### src/rtl/rsd_pkg.sv
// ----------------------------------------------------------------------------
// rsd_pkg
// shared width, status codes and pipeline item type of the rounded divider
// ----------------------------------------------------------------------------
package rsd_pkg;

	localparam int DATA_WIDTH = 32;

	typedef logic [DATA_WIDTH-1:0] rsd_data_t;
	typedef logic [1:0]            rsd_status_t;

	localparam rsd_status_t ST_OK   = 2'd0;
	localparam rsd_status_t ST_DIV0 = 2'd1;
	localparam rsd_status_t ST_OVF  = 2'd2;

	localparam rsd_data_t POS_MAX = {1'b0, {(DATA_WIDTH-1){1'b1}}};

	// one item in flight through the divide stages
	typedef struct packed {
		logic      valid;
		logic      neg;
		logic      div0;
		rsd_data_t rem;
		rsd_data_t dq;
		rsd_data_t ay;
	} rsd_item_t;

endpackage

### src/rtl/rsd_div_stage.sv
// ----------------------------------------------------------------------------
// rsd_div_stage
// one restoring division step: one quotient bit per stage
// ----------------------------------------------------------------------------
module rsd_div_stage (
	input  logic               clk,
	input  logic               arst_n,
	input  logic               en,
	input  rsd_pkg::rsd_item_t item_in,
	output rsd_pkg::rsd_item_t item_out
);
	import rsd_pkg::*;

	logic [DATA_WIDTH:0] sh;
	logic [DATA_WIDTH:0] diff;
	logic                ge;

	assign sh   = {item_in.rem, item_in.dq[DATA_WIDTH-1]};
	assign diff = sh - {1'b0, item_in.ay};
	assign ge   = ~diff[DATA_WIDTH];

	always_ff @(posedge clk or negedge arst_n) begin
		if (!arst_n) begin
			item_out <= '0;
		end else if (en) begin
			item_out.valid <= item_in.valid;
			item_out.neg   <= item_in.neg;
			item_out.div0  <= item_in.div0;
			item_out.rem   <= ge ? diff[DATA_WIDTH-1:0] : sh[DATA_WIDTH-1:0];
			item_out.dq    <= {item_in.dq[DATA_WIDTH-2:0], ge};
			item_out.ay    <= item_in.ay;
		end
	end

endmodule

### config.mk
export PLATFORM = sky130hd
export DESIGN_NAME = rsd_div_stage
export DESIGN_NICKNAME = d
export VERILOG_FILES = /design/src/rtl/rsd_pkg.sv /design/src/rtl/rsd_div_stage.sv
export SDC_FILE = /design/constraint.sdc
export NUM_CORES = 1
export LEC_CHECK = 0
export ABC_AREA = 0
export BUFFER_PORTS_ARGS = -buffer_cell sky130_fd_sc_hd__buf_4
export CAP_MARGIN = 30
export CORE_AREA = 8 8 122 124
export CTS_CLUSTER_DIAMETER = 200
export DETAILED_ROUTE_END_ITERATION = 8
export DIE_AREA = 0 0 130 132
export PLACE_DENSITY = 0.72
export SLEW_MARGIN = 20
export SYNTH_ARGS = -nofsm -noshare
export SYNTH_HDL_FRONTEND = slang
export SYNTH_SLANG_ARGS = --single-unit
### constraint.sdc
create_clock -name clk -period 1.5 [get_ports clk]
set_input_delay 0.225 -clock clk [delete_from_list [all_inputs] [get_ports clk]]
set_output_delay 0.225 -clock clk [all_outputs]
set_load 0.03 [all_outputs]
==> metrics <==
half-perimeter wire length after detailed placement=14300 um; gr ovfl total=0; Syn Nets=709; fillers=990; failing checks=setup timing; final worst setup slack=-0.882 ns; required time of the worst setup path=1.73 ns; total placed cells including tap cells=1041; H-tree depth reported by CTS=3; FF-to-FF Start=item_out[95]$_DFFE_PN0P_; mean routed wirelength per cell=16.7 um; R2R Setup Slk=0.63 ns; Rows=42; CP Buf/Inv Count=3; final wirelength=17800 um; final period utilization=159%; Pwr Total=9320 uW; clock-pin slew on the worst setup and hold paths=0.08 ns; Die Width=130 um; Mapped Area=0.00573 mm2; first-pass GRT wire length=28200 um; max FFs per register=99; startpoint class of the critical path=input port; worst hold path startpoint=item_in[57]; TritonCTS clock tree=built; crit path max fanout=14; post-layout min period=2.38 ns; Die H=132 um; Final ANT Viol Nets=0; WHS Endpoint=item_out[58]$_DFFE_PN0P_; Hold Fails Final Rpt=0; vias in the first global route=5794; fraction of layout cells with a size suffix above 1=52.4%; Ports=201; Pleak=0.00439 uW; max-slew violation count=0; EDFF count, synth=0; worst vdd ir=0.616 mV; Buffers on Ports=200; cell taking the most area after synthesis=dfrtp_1; pin count of the biggest net entering global routing=50; CP Class=in -> reg; Nets=1020; Yosys reg bits=99; crit-path cells=buf_8 > inv_8 > ha_4 > fa_2 > nor2b_4 > o31a_1 > o211ai_4 > o211ai_1 > a31oi_2 > o2bb2ai_4 > buf_12 > a41o_1 > o21ai_2 > mux2_4; Detailed Route Iter0 Violations=227; Core Box Area=0.0130 mm2; reg2reg end=item_out[95]$_DFFE_PN0P_; RSZ-0062 raised after global routing=true; Seq/Total Area, Yosys=43.2%; Hold Path Class=in -> reg; Reg2Reg Depth=3; final setup violation count=33; GRT Resource Usage Total=20.4%; synthesis-to-finish area growth=58.2%; CP delay by family, top=compound AO/OA/AOI/OAI gates; Post-synth ARST share=100%; post-placement cell area=0.00847 mm2; clock latency on the worst-skew pair=0.36 ns; max_slew headroom=70.9%; Max Clk Rate=420 MHz; CTS buffer count=9; Synth top area share=43.2%; clk root buf=clkbuf_16; post-synthesis instance total=574; biggest regs=item_out x99; DR vias/cell=5.14; worst clock skew=0 ns; Synth Area per Inst=9.99 um2; # clock sinks=99; GPL Wtd Cong=0.891; Initial Util=44.2%; number of distinct library cells after synthesis=57; ranking of synthesized cells by area=dfrtp_1 (43%), mux2_2 (14%), ha_1 (7.0%); drt pass-1 iters=4; Reg with most FFs=item_out; Worst path max stage delay=0.37 ns; Power Density=1030 mW/mm2; highest-delay cell along the critical path=fa_2; # diodes=0; worst slack, placed=-1.32 ns; worst slew pin tran=0.437 ns; Synth Flop Type=dfrtp_1; CTS Buffer Depth=2; initial antenna violation count=0; setup_tns=-25.73 ns; DRC errors left=0; Layout Cells excl Fill=1066; Hold Crit Depth=2; Die ar.=0.0172 mm2; crit end category=register; MaxCap Viol Count=0; routed via count=5481; area used by multi-input combinational logic=0.00328 mm2; register area=0.00248 mm2; fin area=0.00907 mm2; Ys Warns=0; status=complete, but fails checks; critical path arrival=2.61 ns
## synth_stat cells, types with 5 or more instances
master / instances
a21o_1: 8
a21oi_1: 50
a31oi_1: 19
buf_2: 5
clkbuf_1: 13
dfrtp_1: 99
ha_1: 32
inv_1: 46
mux2_2: 69
nand2_1: 44
nand3_1: 5
nand4_1: 5
nor2_1: 45
nor2b_1: 9
o211ai_1: 6
o21a_1: 7
o21ai_0: 18
o21ai_1: 11
o21bai_1: 5
xnor2_1: 11
xor2_1: 10
## cell type report
class	instances	share of cell area, %
Sequential cell	99	27.3
Clock inverter	6	0.745
Inverter	46	2.04
Tap cell	176	2.43
Multi-Input combinational cell	405	36.2
Clock buffer	10	2.64
Timing Repair Buffer	324	28.6
## through the flow
step | util (%) | hold slack [ns]
finish | 69.9 | 0.0947
global route | 69.9 | 0.0795
CTS | 69.2 | 0.0837
detailed placement | 65.3 | 0.163
global placement | 65.3 | 0.157
floorplan | - | -0.0706
## where the power goes
part           switching, uW  internal, uW  leakage, uW
registers                199          3020      0.00115
clock network           1160          1230     0.000152
logic                   1980          1730      0.00308
total                   3340          5980      0.00439
## placed cells by master, fill, tap and decap left out, types with 6 or more instances in the layout
cell | netlist | routed
a21o_1 | 8 | 8
a21oi_1 | 50 | 42
a21oi_2 | 0 | 8
a31oi_1 | 19 | 17
buf_12 | 0 | 10
buf_4 | 0 | 306
clkbuf_16 | 0 | 9
dfrtp_1 | 99 | 99
ha_1 | 32 | 21
ha_4 | 0 | 10
inv_1 | 46 | 40
mux2_2 | 69 | 68
nand2_1 | 44 | 43
nor2_1 | 45 | 44
nor2b_1 | 9 | 7
o211ai_1 | 6 | 6
o21a_1 | 7 | 7
o21ai_0 | 18 | 16
o21ai_1 | 11 | 9
xnor2_1 | 11 | 11
xor2_1 | 10 | 10
## kinds of logic (layout without fill, tap and decap cells)
kind of cell	after synthesis	count (layout)	synth area share, %
AOI/OAI and AO/OA	152	152	17.0
xor gates and xnor gates	21	21	3.21
adders and majority gates	33	33	7.33
buffers and inverters	70	386	4.96
DFF	99	99	43.2
muxes	72	72	14.1
and+or+nand+nor	127	127	10.2
## metal layers
| layer | vias to the layer above | wire [um] | GRT usage [%] | part of all wire (%) |
|---|---|---|---|---|
| met5 | - | 0 | 0 | 0 |
| met4 | 0 | 293 | 5.62 | 1.6 |
| met3 | 27 | 1600 | 7.93 | 9.0 |
| met2 | 177 | 8980 | 35.3 | 50 |
| met1 | 2625 | 6960 | 22.7 | 39 |
| li1 | 2652 | - | - | - |
## worst max path at each step
stage / from / endpoint / depth (start not counted)
2_1_floorplan: item_in[63] / item_out[95]$_DFFE_PN0P_ / 12
3_3_place_gp: item_in[4] / item_out[73]$_DFFE_PN0P_ / 11
3_5_place_dp: item_in[63] / item_out[81]$_DFFE_PN0P_ / 14
4_1_cts: item_in[63] / item_out[91]$_DFFE_PN0P_ / 14
5_1_grt: item_in[63] / item_out[76]$_DFFE_PN0P_ / 15
6_report: item_in[63] / item_out[81]$_DFFE_PN0P_ / 14
## what timing repair did
action	in CTS	in global routing
gates resized for setup	27	18
endpoints found under the setup margin	33	33
hold buffers	1	0
buffers inserted	8	0
endpoints found under the hold margin	22	0
pin swaps	11	19
Note: power is estimated with default switching activity, not from simulation.
