[src/rtl/rsd_pkg.sv]
// ----------------------------------------------------------------------------
// rsd_pkg
// shared width, status codes and pipeline item type of the rounded divider
// ----------------------------------------------------------------------------
package rsd_pkg;

	localparam int DATA_WIDTH = 32;

	typedef logic [DATA_WIDTH-1:0] rsd_data_t;
	typedef logic [1:0]            rsd_status_t;

	localparam rsd_status_t ST_OK   = 2'd0;
	localparam rsd_status_t ST_DIV0 = 2'd1;
	localparam rsd_status_t ST_OVF  = 2'd2;

	localparam rsd_data_t POS_MAX = {1'b0, {(DATA_WIDTH-1){1'b1}}};

	// one item in flight through the divide stages
	typedef struct packed {
		logic      valid;
		logic      neg;
		logic      div0;
		rsd_data_t rem;
		rsd_data_t dq;
		rsd_data_t ay;
	} rsd_item_t;

endpackage

[src/rtl/rsd_post.sv]
// ----------------------------------------------------------------------------
// rsd_post
// rounding stage, then sign, saturation and status into the output register
// ----------------------------------------------------------------------------
module rsd_post (
	input  logic                 clk,
	input  logic                 arst_n,
	input  logic                 en,
	input  rsd_pkg::rsd_item_t   item_in,
	output logic                 out_valid,
	output rsd_pkg::rsd_data_t   quotient,
	output rsd_pkg::rsd_status_t status
);
	import rsd_pkg::*;

	logic                valid_s1;
	logic                neg_s1;
	logic                div0_s1;
	logic [DATA_WIDTH:0] q_s1;
	logic                round_up;
	rsd_data_t           q_neg;

	// round half away from zero: twice the remainder at least the divisor
	assign round_up = ({item_in.rem, 1'b0} >= {1'b0, item_in.ay});
	assign q_neg    = ~q_s1[DATA_WIDTH-1:0] + rsd_data_t'(1);

	always_ff @(posedge clk or negedge arst_n) begin
		if (!arst_n) begin
			valid_s1  <= 1'b0;
			out_valid <= 1'b0;
		end else if (en) begin
			valid_s1  <= item_in.valid;
			out_valid <= valid_s1;
		end
	end

	always_ff @(posedge clk) begin
		if (en) begin
			neg_s1  <= item_in.neg;
			div0_s1 <= item_in.div0;
			q_s1    <= {1'b0, item_in.dq} + {{DATA_WIDTH{1'b0}}, round_up};
		end
	end

	always_ff @(posedge clk) begin
		if (en) begin
			if (div0_s1) begin
				quotient <= '0;
				status   <= ST_DIV0;
			end else if (neg_s1) begin
				quotient <= q_neg;
				status   <= ST_OK;
			end else if (q_s1 > {1'b0, POS_MAX}) begin
				quotient <= POS_MAX;
				status   <= ST_OVF;
			end else begin
				quotient <= q_s1[DATA_WIDTH-1:0];
				status   <= ST_OK;
			end
		end
	end

endmodule

[config.mk]
export PLATFORM = sky130hd
export DESIGN_NAME = rsd_post
export DESIGN_NICKNAME = d
export VERILOG_FILES = /design/src/rtl/rsd_pkg.sv /design/src/rtl/rsd_post.sv
export SDC_FILE = /design/constraint.sdc
export NUM_CORES = 1
export LEC_CHECK = 0
export ABC_AREA = 1
export CORE_MARGIN = 2
export CORE_UTILIZATION = 30
export CTS_BUF_LIST = sky130_fd_sc_hd__clkbuf_8
export DETAILED_ROUTE_END_ITERATION = 12
export DONT_BUFFER_PORTS = 1
export GPL_TIMING_DRIVEN = 0
export SLEW_MARGIN = 20
export SYNTH_ARGS = -nofsm -noshare
export SYNTH_HDL_FRONTEND = slang
export SYNTH_SLANG_ARGS = --single-unit
[constraint.sdc]
create_clock -name clk -period 5.1 [get_ports clk]
set_input_delay 1.02 -clock clk [delete_from_list [all_inputs] [get_ports clk]]
set_output_delay 1.02 -clock clk [all_outputs]
set_load 0.03 [all_outputs]
==> results of run 1 <==
cell usage after synthesis:
library cell | number | area, µm²
and2_1 | 1 | 6.26
buf_2 | 2 | 10.0
nand3b_1 | 2 | 15.0
xnor2_1 | 16 | 140
nor2_4 | 1 | 11.3
inv_1 | 92 | 345
nand3_2 | 2 | 20.0
ha_1 | 36 | 450
buf_4 | 1 | 7.51
clkbuf_1 | 3 | 11.3
nand2_1 | 158 | 593
clkbuf_4 | 1 | 7.51
edfxtp_1 | 69 | 2070
xor2_1 | 22 | 193
dfrtp_1 | 2 | 50.1
or2_2 | 1 | 6.26
nor3_2 | 3 | 30.0
o21bai_2 | 1 | 11.3
nor2_1 | 119 | 447
a31oi_1 | 3 | 18.8
buf_1 | 1 | 3.75
nand3_1 | 48 | 240
a21oi_2 | 1 | 8.76
buf_6 | 1 | 11.3
a21boi_1 | 1 | 7.51
or2_1 | 1 | 6.26
inv_6 | 1 | 8.76
a21oi_1 | 30 | 150
nand2_2 | 6 | 37.5
nor4_1 | 4 | 25.0
o21ai_0 | 21 | 105
o21ai_1 | 2 | 10.0
nand4_1 | 23 | 144
o211ai_1 | 2 | 15.0
nor2_2 | 7 | 43.8
o221ai_1 | 1 | 8.76
and3_1 | 1 | 6.26
nor3_1 | 13 | 65.1
placed cells by master (no fill, tap or decap), drive strengths merged, types with 3 or more instances in the layout:
cell type    n
a21oi       31
clkinv       4
nor2       127
xor2        22
xnor2       16
buf          5
a31oi        3
o21ai       23
edfxtp      69
nand3       50
nor4         4
inv         94
nand4       23
ha          36
clkbuf      13
nor3        16
nand2      164
path summary, 6_finish.rpt:
check / start / end / slack (ns) / cells past startpoint
min reg2reg: valid_s1 / out_valid / 0.52 / 2
min: arst_n / out_valid / 0.34 / 0
max in group asynchronous: arst_n / valid_s1 / 4.69 / 0
max: item_in[24] / q_s1[28] / 1.86 / 16
max reg2reg: q_s1[1] / quotient[28] / 2.99 / 8
min in group clk: valid_s1 / out_valid / 0.52 / 2
per-stage QoR:
stage	instance area, µm²	power (mW)
after floorplan	5340	0.960
after global placement	5620	1.02
after detailed placement	5620	1.03
after CTS	5820	1.49
after global routing	5820	1.56
final	5820	1.47
worst max-delay path, cell delays in order:
cell	delay, ns
inv_1	0.02
ha_1	0.31
nand2_1	0.06
nor2_1	0.14
nand4_1	0.11
nor2_1	0.17
nand4_1	0.10
nand3_1	0.13
ha_1	0.19
ha_1	0.15
nand3_1	0.13
nor3_2	0.25
nand2_2	0.10
nor2_2	0.16
nand4_1	0.15
a21boi_1	0.17
cell families after synthesis:
family	Yosys count
adders and majority gates	36
AOI/OAI and AO/OA	62
DFF	71
and+or+nand+nor	390
xor gates and xnor gates	38
buffers and inverters	102
per-layer routing:
layer  vias up  part of all wire, %  track usage [%]
met5         -                    0                0
met4         0                  2.1             5.10
met3        23                  7.6             3.90
met2       187                   43             23.2
met1      2067                   47             20.6
li1       2345                    -                -
flip-flops by register name, indices dropped and copies added, names as in the netlist:
register   cells
valid_s1       1
neg_s1         1
q_s1          33
div0_s1        1
out_valid      1
quotient      32
status         2
power breakdown:
group | internal, mW | leakage (nW) | switching, mW
clock network | 0.226 | 0.0972 | 0.231
registers | 0.703 | 0.710 | 0.0925
logic | 0.0820 | 1.65 | 0.139
final cells by class:
cell class / count / area share [%]
Tap cell: 225 / 4.84
Sequential cell: 71 / 36.5
Buffer: 9 / 0.881
Clock inverter: 7 / 1.25
Clock buffer: 9 / 2.13
Multi-Input combinational cell: 526 / 48.4
Inverter: 93 / 6.08
==> impl_metrics.py, run 1 <==
metrics = {
    "clocking": {
        "cts-resized-gates": 0,
        "clock_path_buffers": 2,
        "clk_latency_ns": 0.37,
        "cts_hold_buf": 0,
        "cts.sinks": 71,
        "cts_root_buf": "clkbuf_8",
        "cts_max_level": 3,
        "path_clk_slew_ns": 0.08,
        "post_cts_buffers": 0,
        "cts_buffers": 9,
        "cts_tree": "done",
    },
    "detailed_routing": {
        "wire_per_inst_um": 14.7,
        "viasPerCell": 4.92,
        "detail-route-antenna-nets": 0,
        "dr.pass1.iters": 5,
        "drtIter0Drc": 416,
        "wirelength_mm": 13.9,
        "drc": 0,
        "vias": 4622,
    },
    "synthesis": {
        "synth_area_um2": 5340,
        "synth.ff_latch_count": 71,
        "synth_fa_ha_area_share_pct": 8.43,
        "synth_compound_area_share_pct": 6.28,
        "synth.area.mux_share_pct": 0,
        "syn_inst": 699,
        "synth_top_family_by_area": "simple AND/OR/NAND/NOR gates",
        "netlist-cell-type-count": 38,
        "avgSynthCellArea_um2": 7.64,
        "synthXorXnorAreaFrac_pct": 6.23,
        "synthSimpleGateAreaFrac_pct": 31.8,
        "syn_nets": 837,
        "yosysSeqAreaShare_pct": 39.7,
        "yosys_warnings": 0,
    },
    "cells_and_area": {
        "diodes": 0,
        "regArea_um2": 2120,
        "multi_input_area_um2": 2820,
        "drive_gt1_share_pct": 6.01,
        "fillers": 1845,
        "nNetsFinal": 848,
        "final_util_pct": 33.5,
        "syn_to_final_growth_pct": 8.95,
        "fin_cells": 940,
    },
    "power_and_ir_drop": {
        "peakVddDrop_v": 0.000103,
        "leakagePower_nw": 2.46,
        "power_density_nw_per_um2": 253,
    },
    "floorplanning": {
        "rows": 48,
        "die_area_um2": 18900,
        "core_area_um2": 17400,
        "dieWidth_um": 137,
        "io_pins": 137,
        "die_h_um": 137,
        "start_util_pct": 30.8,
    },
    "global_routing": {
        "first_global_vias": 4362,
        "grt-ovfl-total": 0,
        "grt_pass1_wl_mm": 22.0,
        "antenna_found_initial": 0,
        "grt_max_degree": 74,
        "grtUsageTotal_pct": 15.1,
    },
    "placed_design": {
        "place.gp.congestion": 0.948,
        "pre_cts_ws_ns": 1.45,
        "dp_cells": 924,
        "port-buffer-count": 0,
        "dp_hpwl_mm": 11.2,
    },
    "timing": {
        "whs_ns": 0.344,
        "fin_tns_setup_ns": 0,
        "setup_viol": 0,
        "period_minus_slack_ns": 3.24,
        "relSlewSlack_pct": 59.8,
        "finalHoldViolCount": 0,
        "fin_crit_sh_pct": 63.6,
        "clock_skew_ns": 0.0120,
        "rsz0062_at_grt": "false",
        "worst_pin_slew_ns": 0.603,
        "slew_violations": 0,
        "finalWorstSetupSlack_ns": 1.86,
        "fmax_mhz": 309,
    },
    "setup_path": {
        "worst_setup_path_end_kind": "flop",
        "cp-start-kind": "input pin",
        "required_ns": 5.22,
        "crit_type": "in -> reg",
        "cp_max_fo": 3,
        "worstPathArrival_ns": 3.36,
    },
    "status": {
        "status": "complete, no violations",
    },
    "worst_hold_path": {
        "hold_class": "in -> async",
    },
    "run": {
        "maxCapViolCount": 0,
    },
}
No activity file was read; power rests on OpenSTA's default activity.
==> inputs of run 2 (changes only) <==
--- a/config.mk
+++ b/config.mk
@@ -5,7 +5,7 @@
 export SDC_FILE = /design/constraint.sdc
 export NUM_CORES = 1
 export LEC_CHECK = 0
-export ABC_AREA = 1
+export ABC_AREA = 0
 export CORE_MARGIN = 2
 export CORE_UTILIZATION = 30
 export CTS_BUF_LIST = sky130_fd_sc_hd__clkbuf_8
==> constraint.sdc (replaced) <==
create_clock -name clk -period 2.9 [get_ports clk]
set_input_delay 0.58 -clock clk [delete_from_list [all_inputs] [get_ports clk]]
set_output_delay 0.58 -clock clk [all_outputs]
set_load 0.03 [all_outputs]
==> impl_metrics.py, run 2 <==
metrics = {
    "setup_path": {
        "setup.worst_path.end": "q_s1[28]",
        "r2r_end": "quotient[14]",
        "crit_buf_inv": 2,
        "crit_type": "in -> reg",
        "max_stage_delay_ns": 0.29,
        "cpLargestDelayFamily": "simple AND/OR/NAND/NOR gates",
        "r2r_slack_ns": 0.20,
        "cp_max_fo": 4,
        "r2r_cells": 7,
        "r2r_start": "q_s1[1]",
        "worstPathArrival_ns": 2.95,
        "crit_path_frequent_cell": "nand4_1",
        "worst_setup_path_end_kind": "flop",
        "startpoint": "item_in[22]",
        "cp_cell_sequence": "inv_1 -> ha_1 -> nand4_1 -> nor3_1 -> a222oi_1 -> nand4_1 -> a21o_1 -> ha_4 -> ha_4 -> inv_2 -> nor3_4 -> and2_4 -> nand4_1 -> xnor2_1",
        "cp.depth": 14,
        "required_ns": 3.01,
        "cp-start-kind": "input pin",
        "cpMaxStageDelayCell": "ha_1",
    },
    "synthesis": {
        "yosysTopAreaCell": "edfxtp_1",
        "avgSynthCellArea_um2": 9.89,
        "syn_inst": 476,
        "synth_area_um2": 4710,
        "synthTopCellsByCount": "69 x edfxtp_1, 41 x inv_1, 38 x a21oi_1, 36 x ha_1, 33 x nand2_1",
        "yosysSeqAreaShare_pct": 45.1,
        "yosys.area.top_type_share_pct": 44.0,
        "netlist-cell-type-count": 45,
        "yosys-top-cells-area": "edfxtp_1 44%, ha_1 9.6%, xnor2_1 4.3%, nand4_1 4.3%, a21oi_1 4.0%",
        "yosys_warnings": 0,
        "syn_nets": 614,
        "async_reset_ff_share_pct": 2.82,
        "ys.flop_type": "edfxtp_1",
        "yosysMostFrequentCell": "edfxtp_1",
        "synth.ff_latch_count": 71,
        "synth_edf_count": 69,
    },
    "cells_and_area": {
        "multi_input_area_um2": 2640,
        "reg_top3": "q_s1 (33), quotient (32), status (2)",
        "nNetsFinal": 631,
        "fillers": 1467,
        "drive_gt1_share_pct": 15.7,
        "fin_cells": 709,
        "final_common_cell": "edfxtp_1",
        "final_util_pct": 36.2,
        "regArea_um2": 2120,
        "fin_area_um2": 5530,
        "final_cell_mix": "69 x edfxtp_1, 38 x a21oi_1, 32 x nand2_1, 32 x nand4_1, 32 x nor2_1",
        "largest_reg_flops": 33,
        "syn_to_final_growth_pct": 17.5,
        "diodes": 0,
        "largest-register": "q_s1",
    },
    "clocking": {
        "cts_root_buf": "clkbuf_8",
        "cts.sinks": 71,
        "path_clk_slew_ns": 0.08,
        "clk_latency_ns": 0.36,
        "cts_buffers": 9,
        "clock_path_buffers": 2,
        "cts_tree": "done",
        "cts_max_level": 3,
    },
    "detailed_routing": {
        "wire_per_inst_um": 18.0,
        "viasPerCell": 5.34,
        "detail-route-antenna-nets": 0,
        "vias": 3788,
        "wirelength_mm": 12.7,
        "drtIter0Drc": 372,
        "drc": 0,
        "dr.pass1.iters": 5,
    },
    "timing": {
        "slew_violations": 0,
        "finalHoldViolCount": 0,
        "relSlewSlack_pct": 56.4,
        "fin_tns_setup_ns": 0,
        "fmax_mhz": 352,
        "clock_skew_ns": 0.0114,
        "fin_crit_sh_pct": 98.0,
        "whs_ns": 0.310,
        "setup_viol": 0,
        "worst_pin_slew_ns": 0.648,
        "period_minus_slack_ns": 2.84,
        "rsz0062_at_grt": "true",
    },
    "floorplanning": {
        "die_area_um2": 16700,
        "dieWidth_um": 129,
        "die_h_um": 129,
        "io_pins": 137,
        "start_util_pct": 30.8,
        "core_area_um2": 15300,
        "rows": 45,
    },
    "placed_design": {
        "placed_area_um2": 5000,
        "dp_cells": 687,
        "dp_hpwl_mm": 9.68,
        "port-buffer-count": 0,
        "place.gp.congestion": 0.902,
    },
    "worst_hold_path": {
        "hold_class": "in -> reg",
    },
    "status": {
        "status": "complete, no violations",
    },
    "power_and_ir_drop": {
        "power_density_nw_per_um2": 461,
        "leakagePower_nw": 1.93,
        "peakVddDrop_v": 0.000208,
    },
    "global_routing": {
        "grt-ovfl-total": 0,
        "antenna_found_initial": 0,
        "first_global_vias": 3720,
        "grt_pass1_wl_mm": 19.3,
        "grt_max_degree": 72,
        "grtUsageTotal_pct": 14.8,
    },
    "run": {
        "maxCapViolCount": 0,
    },
}
==> run 2: metrics by stage <==
| step | power [mW] | setup slack, ns |
|---|---|---|
| after global routing | 2.67 | -0.0869 |
| after global placement | 1.72 | -0.476 |
| final | 2.55 | 0.0575 |
| after detailed placement | 1.73 | -0.525 |
| after CTS | 2.54 | 0.00613 |
| after floorplan | 1.62 | 0.0199 |
==> run 2: cell families after synthesis <==
group	count (synthesis)	synth area share, %
buffers and inverters	59	4.81
adder cells (fa/ha/maj)	36	9.57
flip-flops	71	45.1
AND/OR/NAND/NOR	189	22.1
multiplexers	2	0.479
AO/OA/AOI/OAI	89	12.4
XOR/XNOR	30	5.58
==> run 2: final cells by class <==
type                       count  area share, %
buffer                        17           1.27
clock buffer                  10           2.49
inverter                      41           3.10
timing repair buffer           7          0.995
multi-input combinational    346           47.8
tap                          211           4.77
sequential                    71           38.4
clock inverter                 6           1.24
==> run 2: where the power goes <==
part,switching [mW],internal (mW)
Combinational,0.195,0.149
Sequential,0.161,1.24
Clock,0.385,0.423
Total,0.741,1.81
==> run 2: worst min path at each step <==
stage,slack [ns],cells after the start,end,startpoint
final,0.31,0,neg_s1,item_in[97]
after global routing,0.29,0,neg_s1,item_in[97]
after CTS,0.30,0,neg_s1,item_in[97]
after detailed placement,0.28,0,out_valid,arst_n
after global placement,0.28,0,valid_s1,arst_n
after floorplan,0.28,0,out_valid,arst_n
==> run 2: repair_timing <==
action,in CTS,in global routing
gates resized for setup,4,42
hold buffers,1,0
endpoints found under the setup margin,15,26
endpoints found under the hold margin,2,0
setup buffers,2,4
pin swaps,1,30
==> run 2: layer usage <==
| layer | share of wire (%) | vias up | routed length (µm) | global-route usage (%) |
|---|---|---|---|---|
| met1 | 41 | 1764 | 5250 | 16.9 |
| met5 | 0 | - | 0 | 0 |
| met2 | 49 | 161 | 6280 | 25.9 |
| met3 | 7.7 | 17 | 986 | 5.28 |
| li1 | - | 1846 | - | - |
| met4 | 1.7 | 0 | 218 | 4.99 |
