--- config.mk ---
export PLATFORM = sky130hd
export DESIGN_NAME = rsd_prep
export DESIGN_NICKNAME = d
export VERILOG_FILES = /design/src/rtl/rsd_pkg.sv /design/src/rtl/rsd_prep.sv
export SDC_FILE = /design/constraint.sdc
export NUM_CORES = 1
export LEC_CHECK = 0
export ABC_AREA = 1
export BUFFER_PORTS_ARGS = -buffer_cell sky130_fd_sc_hd__buf_2
export CAP_MARGIN = 20
export CORE_ASPECT_RATIO = 0.5
export CORE_MARGIN = 2
export CORE_UTILIZATION = 40
export DETAILED_ROUTE_END_ITERATION = 10
export GPL_ROUTABILITY_DRIVEN = 1
export MAX_ROUTING_LAYER = met4
export PLACE_DENSITY_LB_ADDON = 0.1
export SKIP_LAST_GASP = 1
export SLEW_MARGIN = 30
export SYNTH_ARGS = -nofsm -noshare
export SYNTH_HDL_FRONTEND = slang
export SYNTH_SLANG_ARGS = --single-unit
--- constraint.sdc ---
create_clock -name clk -period 0.8 [get_ports clk]
set_input_delay 0.08 -clock clk [delete_from_list [all_inputs] [get_ports clk]]
set_output_delay 0.08 -clock clk [all_outputs]
set_load 0.1 [all_outputs]
--- src/rtl/rsd_pkg.sv ---
// ----------------------------------------------------------------------------
// rsd_pkg
// shared width, status codes and pipeline item type of the rounded divider
// ----------------------------------------------------------------------------
package rsd_pkg;

	localparam int DATA_WIDTH = 32;

	typedef logic [DATA_WIDTH-1:0] rsd_data_t;
	typedef logic [1:0]            rsd_status_t;

	localparam rsd_status_t ST_OK   = 2'd0;
	localparam rsd_status_t ST_DIV0 = 2'd1;
	localparam rsd_status_t ST_OVF  = 2'd2;

	localparam rsd_data_t POS_MAX = {1'b0, {(DATA_WIDTH-1){1'b1}}};

	// one item in flight through the divide stages
	typedef struct packed {
		logic      valid;
		logic      neg;
		logic      div0;
		rsd_data_t rem;
		rsd_data_t dq;
		rsd_data_t ay;
	} rsd_item_t;

endpackage

--- src/rtl/rsd_prep.sv ---
// ----------------------------------------------------------------------------
// rsd_prep
// input stage: operand magnitudes, result sign and zero divisor check
// ----------------------------------------------------------------------------
module rsd_prep (
	input  logic               clk,
	input  logic               arst_n,
	input  logic               en,
	input  logic               in_valid,
	input  rsd_pkg::rsd_data_t dividend,
	input  rsd_pkg::rsd_data_t divisor,
	output rsd_pkg::rsd_item_t item_s1
);
	import rsd_pkg::*;

	logic      nx;
	logic      ny;
	rsd_data_t ax;
	rsd_data_t ay;

	assign nx = dividend[DATA_WIDTH-1];
	assign ny = divisor[DATA_WIDTH-1];
	assign ax = nx ? (~dividend + rsd_data_t'(1)) : dividend;
	assign ay = ny ? (~divisor + rsd_data_t'(1)) : divisor;

	always_ff @(posedge clk or negedge arst_n) begin
		if (!arst_n) begin
			item_s1 <= '0;
		end else if (en) begin
			item_s1.valid <= in_valid;
			item_s1.neg   <= nx ^ ny;
			item_s1.div0  <= (ay == '0);
			item_s1.rem   <= '0;
			item_s1.dq    <= ax;
			item_s1.ay    <= ay;
		end
	end

endmodule

==> impl_metrics.csv, run 1 <==
group,metric,value,unit
placed_design,io_buffers,134,
yosys,avgSynthCellArea,6.87,sq um
route,vias,5506,
worst_setup_path,rrSetupSlack,-0.19,ns
power,power_frac_seq,26.8,%
yosys,synth-simple-area-share,35.5,%
sta,fin_skew,0,ns
yosys,ys_ff_latch,67,
yosys,synth_top_family_by_area,"simple AND/OR/NAND/NOR gates",
cts,clock_path_buffers,2,
power,p_switching,7.07,mW
cts,clockRootBuffer,"clkbuf_16",
layout,multi_input_area,3040,sq um
placed_design,hpwlAfterDp,11600,um
cts,clock-sinks,67,
power,power.share.clock,25.2,%
yosys,synthXorXnorAreaFrac,5.29,%
cts,cts_tree,"built",
worst_hold_path,min-delay-path-class,"in2reg",
cts,numCtsBuffers,9,
worst_setup_path,worstSetupPathType,"in2reg",
route,dr.first_iter.drc_count,286,
yosys,yosysSeqAreaShare,36.3,%
yosys,async_reset_ff_share,100,%
sta,layout_setup_ws,-0.446,ns
route,drt-pass1-iter-count,5,
sta,max_freq,803,MHz
cts,clk_pin_slew_worst_paths,0.06,ns
worst_setup_path,critPathMaxFanout,6,
floorplanning,dieArea,12500,sq um
route,ant_nets,0,
sta,period_minus_slack,1.25,ns
route,routed_wl,16600,um
yosys,synthAdderAreaFrac,0.542,%
yosys,synth_edf_count,0,
layout,largest_register_ff_count,67,
worst_setup_path,start_kind,"input port",
cts,insertion_delay,0.33,ns
worst_hold_path,whs_endpoint,"item_s1[62]",
layout,final_util,79.1,%
layout,drive_gt1_share,53.0,%
worst_setup_path,crit_arrival,1.47,ns
yosys,synth-compound-area-share,10.6,%
power,combPwrFrac,47.9,%
route,viasPerCell,4.92,
worst_setup_path,end_kind,"flop",
yosys,synthFlopType,"dfrtp_1",
global_route,grt_max_degree,44,
route,route.met2.wl,8250,um
yosys,synthMuxAreaShare,0,%
worst_hold_path,min_path_cells,3,
power,p_leak,4.18,nW
power,swShare,43.6,%
global_route,antenna_found_initial,0,
layout,fin_nets,1037,
route,drc,0,
route,wl_met1,7250,um
run_status,violations,"negative setup slack",
floorplanning,pin_count,167,
floorplanning,initial_core_util,41.5,%
sta,rsz0062_at_grt,"yes",
global_route,grt_pass1_vias,5179,
sta,slew_violations,0,
layout,seq_area,1850,sq um
global_route,grt_usage,26.1,%
yosys,synthCells,672,
cts,h-tree-depth,3,
sta,fin_tns_setup,-27.93,ns
floorplanning,num_rows,27,
floorplanning,coreArea,11100,sq um
yosys,synth.distinct_cells,35,
global_route,grt_remaining_overflow,0,
floorplanning,dieWidth,156,um
worst_setup_path,r2r_end,"item_s1[10]",
global_route,grt_pass1_wl,24800,um
sta,finalCritPeriodShare,156,%
power,internal-power,9.16,mW
layout,top_register,"item_s1",
sta,finalHoldViolCount,0,
placed_design,gp_congestion,0.892,
power,p_per_area,1850,nW/um^2
route,top_layer,"met4",
layout,area_delta_synth_final,90.4,%
route,avgRoutedWirePerCell,14.8,um
power,ir_drop,1190,uV
floorplanning,die_h,80.0,um
layout,fillerInstances,745,
route,dr_wl_met3,916,um
job,drv_cap,0,
worst_hold_path,min_from,"dividend[30]",
layout,reg_top3,"item_s1: 67 flops",
sta,setup_violations,120,
run_status,outcome,"finished with violations",
worst_setup_path,worstRegToRegCells,4,
worst_setup_path,r2r-start,"item_s1[10]",
worst_setup_path,cp.required,1.02,ns
yosys,yosys_warnings,0,
yosys,syn-cell-area,4610,sq um
[critical path, stage by stage]
cell and delay (ns):
buf_2 0.14, nor2_2 0.13, nand2_1 0.10, nor2_4 0.13
nand3b_1 0.15, nand2_2 0.15, nand2_4 0.08, a21oi_4 0.20
o211ai_1 0.12, nand3_1 0.09, nand2_1 0.08
[layout by cell type (no fill, tap or decap), drive strengths merged]
master	Yosys	layout
nand3b	5	5
nor2	111	111
clkbuf	14	12
o211ai	1	1
a21oi	2	2
ha	2	2
a31oi	22	22
bufinv	0	1
xor2	18	18
and2	1	1
diode	0	1
dlygate4sd3	0	2
o31ai	2	2
o21ai	58	58
nand4	5	5
inv	55	54
conb	1	32
or2	2	2
nand2	208	209
nand3	45	45
xnor2	9	9
clkinv	0	4
dfrtp	67	67
clkinvlp	0	3
nor3	5	5
buf	39	300
[kinds of logic after synthesis]
logic type	Yosys count
fa+ha+maj	2
compound gates	85
flops	67
other cells	1
simple gates	382
buf+inv	108
xor+xnor	27
[cell type report]
class | count | share of cell area (%)
repair buffers | 304 | 35.9
multi-input cells | 529 | 34.6
flip-flops and latches | 67 | 21.0
inverters | 55 | 2.82
clock buffers | 10 | 2.72
well taps | 145 | 2.06
clock inverters | 6 | 0.740
repair inverters | 1 | 0.0854
diodes | 1 | 0.0285
[timing repair]
item,in CTS,in global routing
endpoints found under the setup margin,117,122
gates cloned,1,1
gates resized for setup,82,80
hold buffers,2,0
buffers inserted,19,15
hold endpoints to repair,68,0
pin swaps,47,47
[worst max-delay path by stage]
stage	start	end	cells after the start
global route	divisor[1]	item_s1[96]	15
CTS	divisor[0]	item_s1[96]	15
finish	dividend[4]	item_s1[58]	11
detailed placement	divisor[1]	item_s1[96]	13
global placement	divisor[1]	item_s1[96]	13
floorplan	dividend[1]	item_s1[60]	12
[per-stage QoR]
step	power [mW]	instances	hold WS (ns)	instance area, sq um	setup WS [ns]
after CTS	16.0	1104	0.0105	8390	-0.385
after floorplan	8.82	703	-0.216	5050	-0.459
after global routing	16.8	1117	0.0331	8780	-0.546
final	16.2	1118	0.0212	8790	-0.446
after global placement	11.7	1067	-0.0332	7650	-0.835
after detailed placement	11.7	1067	-0.0339	7650	-0.829
[power by group through the flow]
stage / logic (mW) / clock network [mW] / registers [mW]
2_1_floorplan: 1.86 / 0 / 6.95
3_3_place_gp: 7.25 / 0 / 4.40
3_5_place_dp: 7.30 / 0 / 4.41
4_1_cts: 7.54 / 4.13 / 4.35
5_1_grt: 8.10 / 4.30 / 4.40
6_report: 7.78 / 4.09 / 4.35
[cell usage after synthesis, types with 4 or more instances]
cell      number  area, sq um
nand2_2        9         56.3
buf_4         34          255
xnor2_1        8         70.1
nand3_1       42          210
nor2_2         4         25.0
nand3b_1       5         37.5
o21ai_1        8         40.0
a31oi_1       22          138
xor2_1        18          158
nand4_1        5         31.3
inv_1         51          191
inv_2          4         15.0
dfrtp_1       67         1680
clkbuf_1      14         52.6
nand2_1      196          736
o21ai_0       50          250
nor2_1       105          394
[layer usage]
metal | vias to the layer above | GRT usage [%]
met5 | - | -
met2 | 194 | 45.4
met4 | 0 | 4.95
met1 | 2619 | 32.4
li1 | 2674 | -
met3 | 19 | 4.83
(Power assumes the default switching activity.)
==> run 2, diff against run 1 <==
--- a/config.mk
+++ b/config.mk
@@ -20,3 +20,4 @@
 export SYNTH_ARGS = -nofsm -noshare
 export SYNTH_HDL_FRONTEND = slang
 export SYNTH_SLANG_ARGS = --single-unit
+export TNS_END_PERCENT = 10
==> run 2 against run 1 <==
The run still ends with negative setup slack left. Sequential share of layout area fell by 1.0 points. Worst setup slack gained 0.0031 ns. Flip-flop and latch count is the same. Critical endpoint is now item_s1[96].
==> impl_metrics.csv, run 2 (synthesis gave the netlist of run 1 again) <==
group,metric,value,unit
worst_setup_path,start_kind,"input port",
global_route,grt_pass1_vias,5036,
worst_setup_path,worstRegToRegCells,2,
sta,maxSlewHeadroom,59.9,%
route,ant_nets,0,
layout,final_cell_mix,"nand2_1 (174), buf_4 (145), nor2_1 (83), buf_12 (75), dfrtp_1 (57)",
route,routed_wl,15400,um
worst_setup_path,cp_cell_sequence,"buf_2, nor2_4, nand2_4, nor2_8, buf_4, o21ai_0, nand2_1, nand3_1, nor2_2, nand2_1, nor2_1, nand3_1, nand2_1",
worst_setup_path,crit_path_frequent_cell,"nand2_1",
cts,clock-sinks,67,
worst_setup_path,cp.required,1.07,ns
layout,top_register,"item_s1",
worst_setup_path,cp_slowest_stage_delay,0.18,ns
sta,hold_ws,0.0344,ns
power,swShare,41.4,%
sta,setup_violations,117,
sta,finalHoldViolCount,0,
route,avgRoutedWirePerCell,13.9,um
power,internal-power,9.80,mW
worst_hold_path,min-delay-path-class,"in2reg",
layout,area_delta_synth_final,84.4,%
floorplanning,initial_core_util,41.5,%
worst_setup_path,critical-path-slowest-cell,"nor2_8",
power,combPwrFrac,45.4,%
floorplanning,num_rows,27,
sta,fin_skew,0,ns
sta,period_minus_slack,1.24,ns
layout,num_antenna_cells,0,
floorplanning,dieArea,12500,sq um
global_route,antenna_found_initial,0,
layout,fillerInstances,798,
power,power_frac_seq,25.2,%
layout,drive_gt1_share,43.7,%
placed_design,io_buffers,134,
worst_hold_path,min_from,"dividend[29]",
job,drv_cap,0,
global_route,grt_usage,25.2,%
global_route,grt_pass1_wl,24100,um
cts,numCtsBuffers,9,
floorplanning,die_h,80.0,um
route,dr.first_iter.drc_count,345,
sta,max_freq,805,MHz
run_status,outcome,"finished with violations",
sta,rsz0062_at_grt,"yes",
layout,largest_register_ff_count,67,
worst_setup_path,crit_arrival,1.52,ns
power,power.share.clock,29.3,%
power,p_leak,4.17,nW
route,drc,0,
layout,instances_no_fill,1104,
cts,clockRootBuffer,"clkbuf_16",
worst_setup_path,rrSetupSlack,-0.04,ns
worst_setup_path,worstSetupPathType,"in2reg",
sta,worst_pin_slew,0.601,ns
route,viasPerCell,4.87,
floorplanning,pin_count,167,
power,p_switching,6.92,mW
worst_hold_path,min_path_cells,4,
cts,insertion_delay,0.33,ns
cts,clock_path_buffers,2,
layout,reg_top3,"item_s1: 67 flops",
cts,clk_pin_slew_worst_paths,0.06,ns
placed_design,hpwlAfterDp,11100,um
power,p_per_area,1960,nW/um^2
cts,h-tree-depth,3,
worst_setup_path,end_kind,"flop",
global_route,grt_max_degree,79,
sta,finalCritPeriodShare,155,%
placed_design,gp_congestion,0.949,
worst_setup_path,critPathBufInv,2,
layout,final_common_cell,"nand2_1",
global_route,grt_remaining_overflow,0,
worst_setup_path,r2r_end,"item_s1[18]",
sta,layout_setup_ws,-0.443,ns
placed_design,dp_cells,1061,
floorplanning,coreArea,11100,sq um
route,drt-pass1-iter-count,5,
layout,fin_nets,1024,
route,vias,5371,
worst_setup_path,critPathMaxFanout,7,
worst_setup_path,crit_family,"simple AND/OR/NAND/NOR gates",
worst_hold_path,whs_endpoint,"item_s1[61]",
worst_setup_path,r2r-start,"item_s1[18]",
power,ir_drop,1250,uV
floorplanning,dieWidth,156,um
sta,slew_violations,0,
run_status,violations,"negative setup slack",
cts,cts_tree,"built",
==> run 2: cell types whose count changed in the layout (fill, tap and decap cells not counted), moves of 4 or more <==
cell and delta:
nand3_2 -7, nand2_4 -6, o21ai_1 -29, nor2_1 +5, nand2_1 +6, nand3_4 +4
buf_2 +4, o21ai_0 +33, dfrtp_4 -30, buf_6 -10, buf_4 -8, dfrtp_2 -27
dfrtp_1 +57
==> run 2: cell type report <==
class / instances / area (sq um) / share of cell area [%]
clock buffers: 10 / 229 / 2.69
inverters: 55 / 244 / 2.87
well taps: 145 / 181 / 2.13
repair buffers: 293 / 3070 / 36.1
multi-input cells: 528 / 2940 / 34.6
clock inverters: 6 / 138 / 1.62
flip-flops and latches: 67 / 1700 / 20.0
==> run 2: worst max-delay path by stage <==
stage                     start     endpoint  slack (ns)  cells past startpoint
CTS                  divisor[0]  item_s1[96]       -0.39                     15
detailed placement   divisor[1]  item_s1[96]       -0.84                     13
floorplan           dividend[1]  item_s1[60]       -0.46                     12
finish               divisor[5]  item_s1[96]       -0.44                     13
global placement     divisor[1]  item_s1[96]       -0.81                     15
global route        divisor[16]  item_s1[96]       -0.59                     14
==> run 2: power by group through the flow <==
stage	Sequential (mW)	Clock, mW	Combinational, mW
after global placement	4.26	0	7.16
final	4.22	4.90	7.60
after floorplan	6.78	0	1.82
after CTS	4.22	4.99	7.38
after global routing	4.27	5.17	7.92
after detailed placement	4.28	0	7.21
==> run 2: worst register-to-register path, delay by kind of cell, from the launching register on <==
| kind | cells | cell delay [ns] |
|---|---|---|
| flops | 1 | 0.49 |
| simple gates | 1 | 0.18 |
| compound gates | 1 | 0.04 |
==> run 2: timing repair <==
| action | in CTS | in global routing |
|---|---|---|
| hold endpoints to repair | 68 | 0 |
| pin swaps | 45 | 57 |
| hold buffers | 2 | 0 |
| endpoints found under the setup margin | 117 | 123 |
| resized for setup | 51 | 75 |
| setup buffers | 16 | 13 |
==> run 2: through the flow <==
stage / util (%) / total power, mW / instance area, sq um / setup TNS [ns] / worst slack (ns)
floorplan: - / 8.60 / 4850 / -33.30 / -0.460
global placement: 67.0 / 11.4 / 7440 / -31.57 / -0.810
detailed placement: 67.0 / 11.5 / 7440 / -33.04 / -0.839
CTS: 73.2 / 16.6 / 8140 / -24.50 / -0.391
global route: 76.6 / 17.4 / 8510 / -31.10 / -0.593
finish: 76.6 / 16.7 / 8510 / -24.88 / -0.443
==> run 2: layer usage <==
metal	up-vias	part of all wire (%)	global-route usage, %	routed length (um)
met5	-	0	-	0
met4	0	1.9	6.42	289
met3	32	5.3	4.40	816
met2	203	50	43.5	7710
met1	2490	43	31.1	6570
li1	2646	-	-	-
==> run 3, diff against run 2 <==
--- a/config.mk
+++ b/config.mk
@@ -6,7 +6,7 @@
 export NUM_CORES = 1
 export LEC_CHECK = 0
 export ABC_AREA = 1
-export BUFFER_PORTS_ARGS = -buffer_cell sky130_fd_sc_hd__buf_2
+export BUFFER_PORTS_ARGS = -buffer_cell sky130_fd_sc_hd__clkbuf_2
 export CAP_MARGIN = 20
 export CORE_ASPECT_RATIO = 0.5
 export CORE_MARGIN = 2
==> constraint.sdc (replaced) <==
create_clock -name clk -period 0.8 [get_ports clk]
set_input_delay 0.08 -clock clk [delete_from_list [all_inputs] [get_ports clk]]
set_output_delay 0.08 -clock clk [all_outputs]
set_load 0.02 [all_outputs]
==> run 3 against run 2 <==
The flow still finishes with violations (negative setup slack). Flip-flop and latch count unchanged. Critical path depth increased by 3. Sequential share of layout area increased by 3.6 points. Cell area decreased by 16%. Worst setup slack got worse by 0.039 ns. Non-clock buffer count decreased by 10. Hold slack got worse by 0.017 ns. First-iteration DRC count decreased by 33%. Critical path type unchanged. Largest power group is now sequential cells.
==> impl_metrics.csv, run 3 (synthesis gave the netlist of run 1 again) <==
group,metric,value,unit
cts,clock-sinks,67,
route,ant_nets,0,
run_status,violations,"negative setup slack",
route,avgRoutedWirePerCell,13.2,um
power,internal-power,7.53,mW
layout,largest_register_ff_count,67,
sta,worst_pin_slew,0.529,ns
placed_design,io_buffers,134,
route,drt-pass1-iter-count,4,
route,routed_wl,14400,um
global_route,grt_max_degree,54,
power,p_switching,3.72,mW
worst_setup_path,critical-path-slowest-cell,"nor2_4",
worst_setup_path,cp_slowest_stage_delay,0.19,ns
floorplanning,coreArea,11100,sq um
sta,rsz0062_at_grt,"yes",
cts,h-tree-depth,3,
sta,setup_violations,116,
sta,fin_tns_setup,-20.43,ns
power,power_frac_seq,35.3,%
job,drv_cap,0,
sta,fin_skew,0,ns
worst_setup_path,critPathMaxFanout,5,
cts,clockRootBuffer,"clkbuf_16",
layout,final_common_cell,"nand2_1",
sta,slew_violations,0,
sta,layout_setup_ws,-0.482,ns
layout,area_delta_synth_final,54.1,%
cts,cts_tree,"built",
sta,finalHoldViolCount,0,
worst_setup_path,start_kind,"input port",
floorplanning,dieArea,12500,sq um
sta,maxSlewHeadroom,64.7,%
global_route,grt_pass1_vias,4773,
worst_setup_path,r2r-start,"item_s1[17]",
worst_setup_path,cp.required,1.07,ns
cts,clock_path_buffers,2,
run_status,outcome,"finished with violations",
sta,period_minus_slack,1.28,ns
placed_design,dp_slack,-0.885,ns
floorplanning,num_rows,27,
worst_setup_path,crit_arrival,1.55,ns
worst_hold_path,min_from,"dividend[0]",
global_route,grt_remaining_overflow,0,
cts,clk_pin_slew_worst_paths,0.06,ns
route,drc,0,
floorplanning,initial_core_util,41.5,%
floorplanning,pin_count,167,
power,swShare,33.1,%
route,viasPerCell,4.71,
layout,fin_nets,1015,
power,p_per_area,1580,nW/um^2
power,p_leak,3.74,nW
route,dr.first_iter.drc_count,230,
layout,final_cell_mix,"nand2_1 (184), buf_4 (138), clkbuf_2 (126), nor2_1 (91), dfrtp_1 (67)",
worst_setup_path,crit_path_frequent_cell,"nand2_2",
floorplanning,die_h,80.0,um
placed_design,hpwlAfterDp,11100,um
sta,max_freq,780,MHz
global_route,grt_pass1_wl,22700,um
worst_hold_path,min-delay-path-class,"in2reg",
placed_design,gp_congestion,0.946,
floorplanning,dieWidth,156,um
layout,reg_top3,"item_s1: 67 flops",
sta,finalCritPeriodShare,160,%
layout,num_antenna_cells,0,
cts,insertion_delay,0.33,ns
layout,drive_gt1_share,39.1,%
power,power.share.clock,34.8,%
route,vias,5152,
power,ir_drop,803,uV
layout,top_register,"item_s1",
global_route,antenna_found_initial,0,
cts,numCtsBuffers,9,
worst_setup_path,cp_cell_sequence,"clkbuf_16, clkinv_8, ha_4, nand3_4, nor2_4, buf_6, nand2_4, nand2_4, nand2_2, nand2_2, nand2_2, nor2_2, nand2_1, nor2_1, nand3_1, nand2_1",
worst_setup_path,end_kind,"flop",
power,combPwrFrac,29.9,%
worst_setup_path,worstSetupPathType,"in2reg",
worst_setup_path,startpoint,"divisor[0]",
global_route,grt_usage,24.0,%
run 3: cell types whose count changed in the layout (fill, tap and decap cells not counted), sizes merged:
cell | before | now
buf | 291 | 153
clkbuf | 10 | 139
bufinv | 4 | 1
clkinv | 2 | 5
inv | 55 | 54
nand2 | 208 | 209
run 3: path summary, 6_finish.rpt:
path | depth (start not counted) | slack [ns] | endpoint
max | 16 | -0.48 | item_s1[96]
min | 3 | 0.02 | item_s1[32]
max reg2reg | 2 | 0.12 | item_s1[17]
min reg2reg | 2 | 0.47 | item_s1[98]
max in group asynchronous | 3 | 0.08 | item_s1[47]
min in group asynchronous | 2 | 0.17 | item_s1[9]
run 3: worst max-delay path: cells and delay by family:
kind          cells  cell delay, ns
simple gates     12            1.02
fa+ha+maj         1            0.12
buf+inv           3            0.31
run 3: final cells by class:
class	instances	area, sq um
Multi-Input combinational cell	529	2770
Sequential cell	67	1680
Tap cell	145	181
Clock buffer	11	233
Clock inverter	5	53.8
Inverter	55	249
Timing Repair Buffer	283	1940
Fill cell	1040	4010
run 3: stage by stage:
stage | hold WS, ns | area (sq um) | cells | utilization [%] | total power [mW]
4_1_cts | 0.0237 | 6980 | 1094 | 62.8 | 11.3
5_1_grt | 0.0118 | 7110 | 1095 | 64.0 | 11.8
2_1_floorplan | -0.216 | 4820 | 703 | - | 5.78
3_3_place_gp | -0.0166 | 6470 | 1070 | 58.2 | 7.19
6_report | 0.0173 | 7110 | 1095 | 64.0 | 11.3
3_5_place_dp | -0.00647 | 6470 | 1070 | 58.2 | 7.23
run 3: power groups by stage:
stage	sequential [mW]	combinational (mW)	clock [mW]
finish	3.98	3.36	3.92
global route	4.02	3.68	4.15
CTS	3.98	3.32	4.03
detailed placement	4.04	3.20	0
global placement	4.02	3.16	0
floorplan	4.48	1.30	0
run 3: timing repair:
action	4_1_cts	5_1_grt
hold endpoints to repair	51	0
gates cloned	1	0
pin swaps	30	26
setup endpoints to repair	118	142
hold buffers	2	0
resized for setup	35	42
buffers inserted	5	4
run 3: per-layer routing:
metal / global-route usage, % / part of all wire, % / wire length (um)
met5: - / 0 / 0
met1: 29.8 / 46 / 6660
met4: 5.41 / 1.1 / 159
met2: 40.8 / 47 / 6810
met3: 4.89 / 5.5 / 799
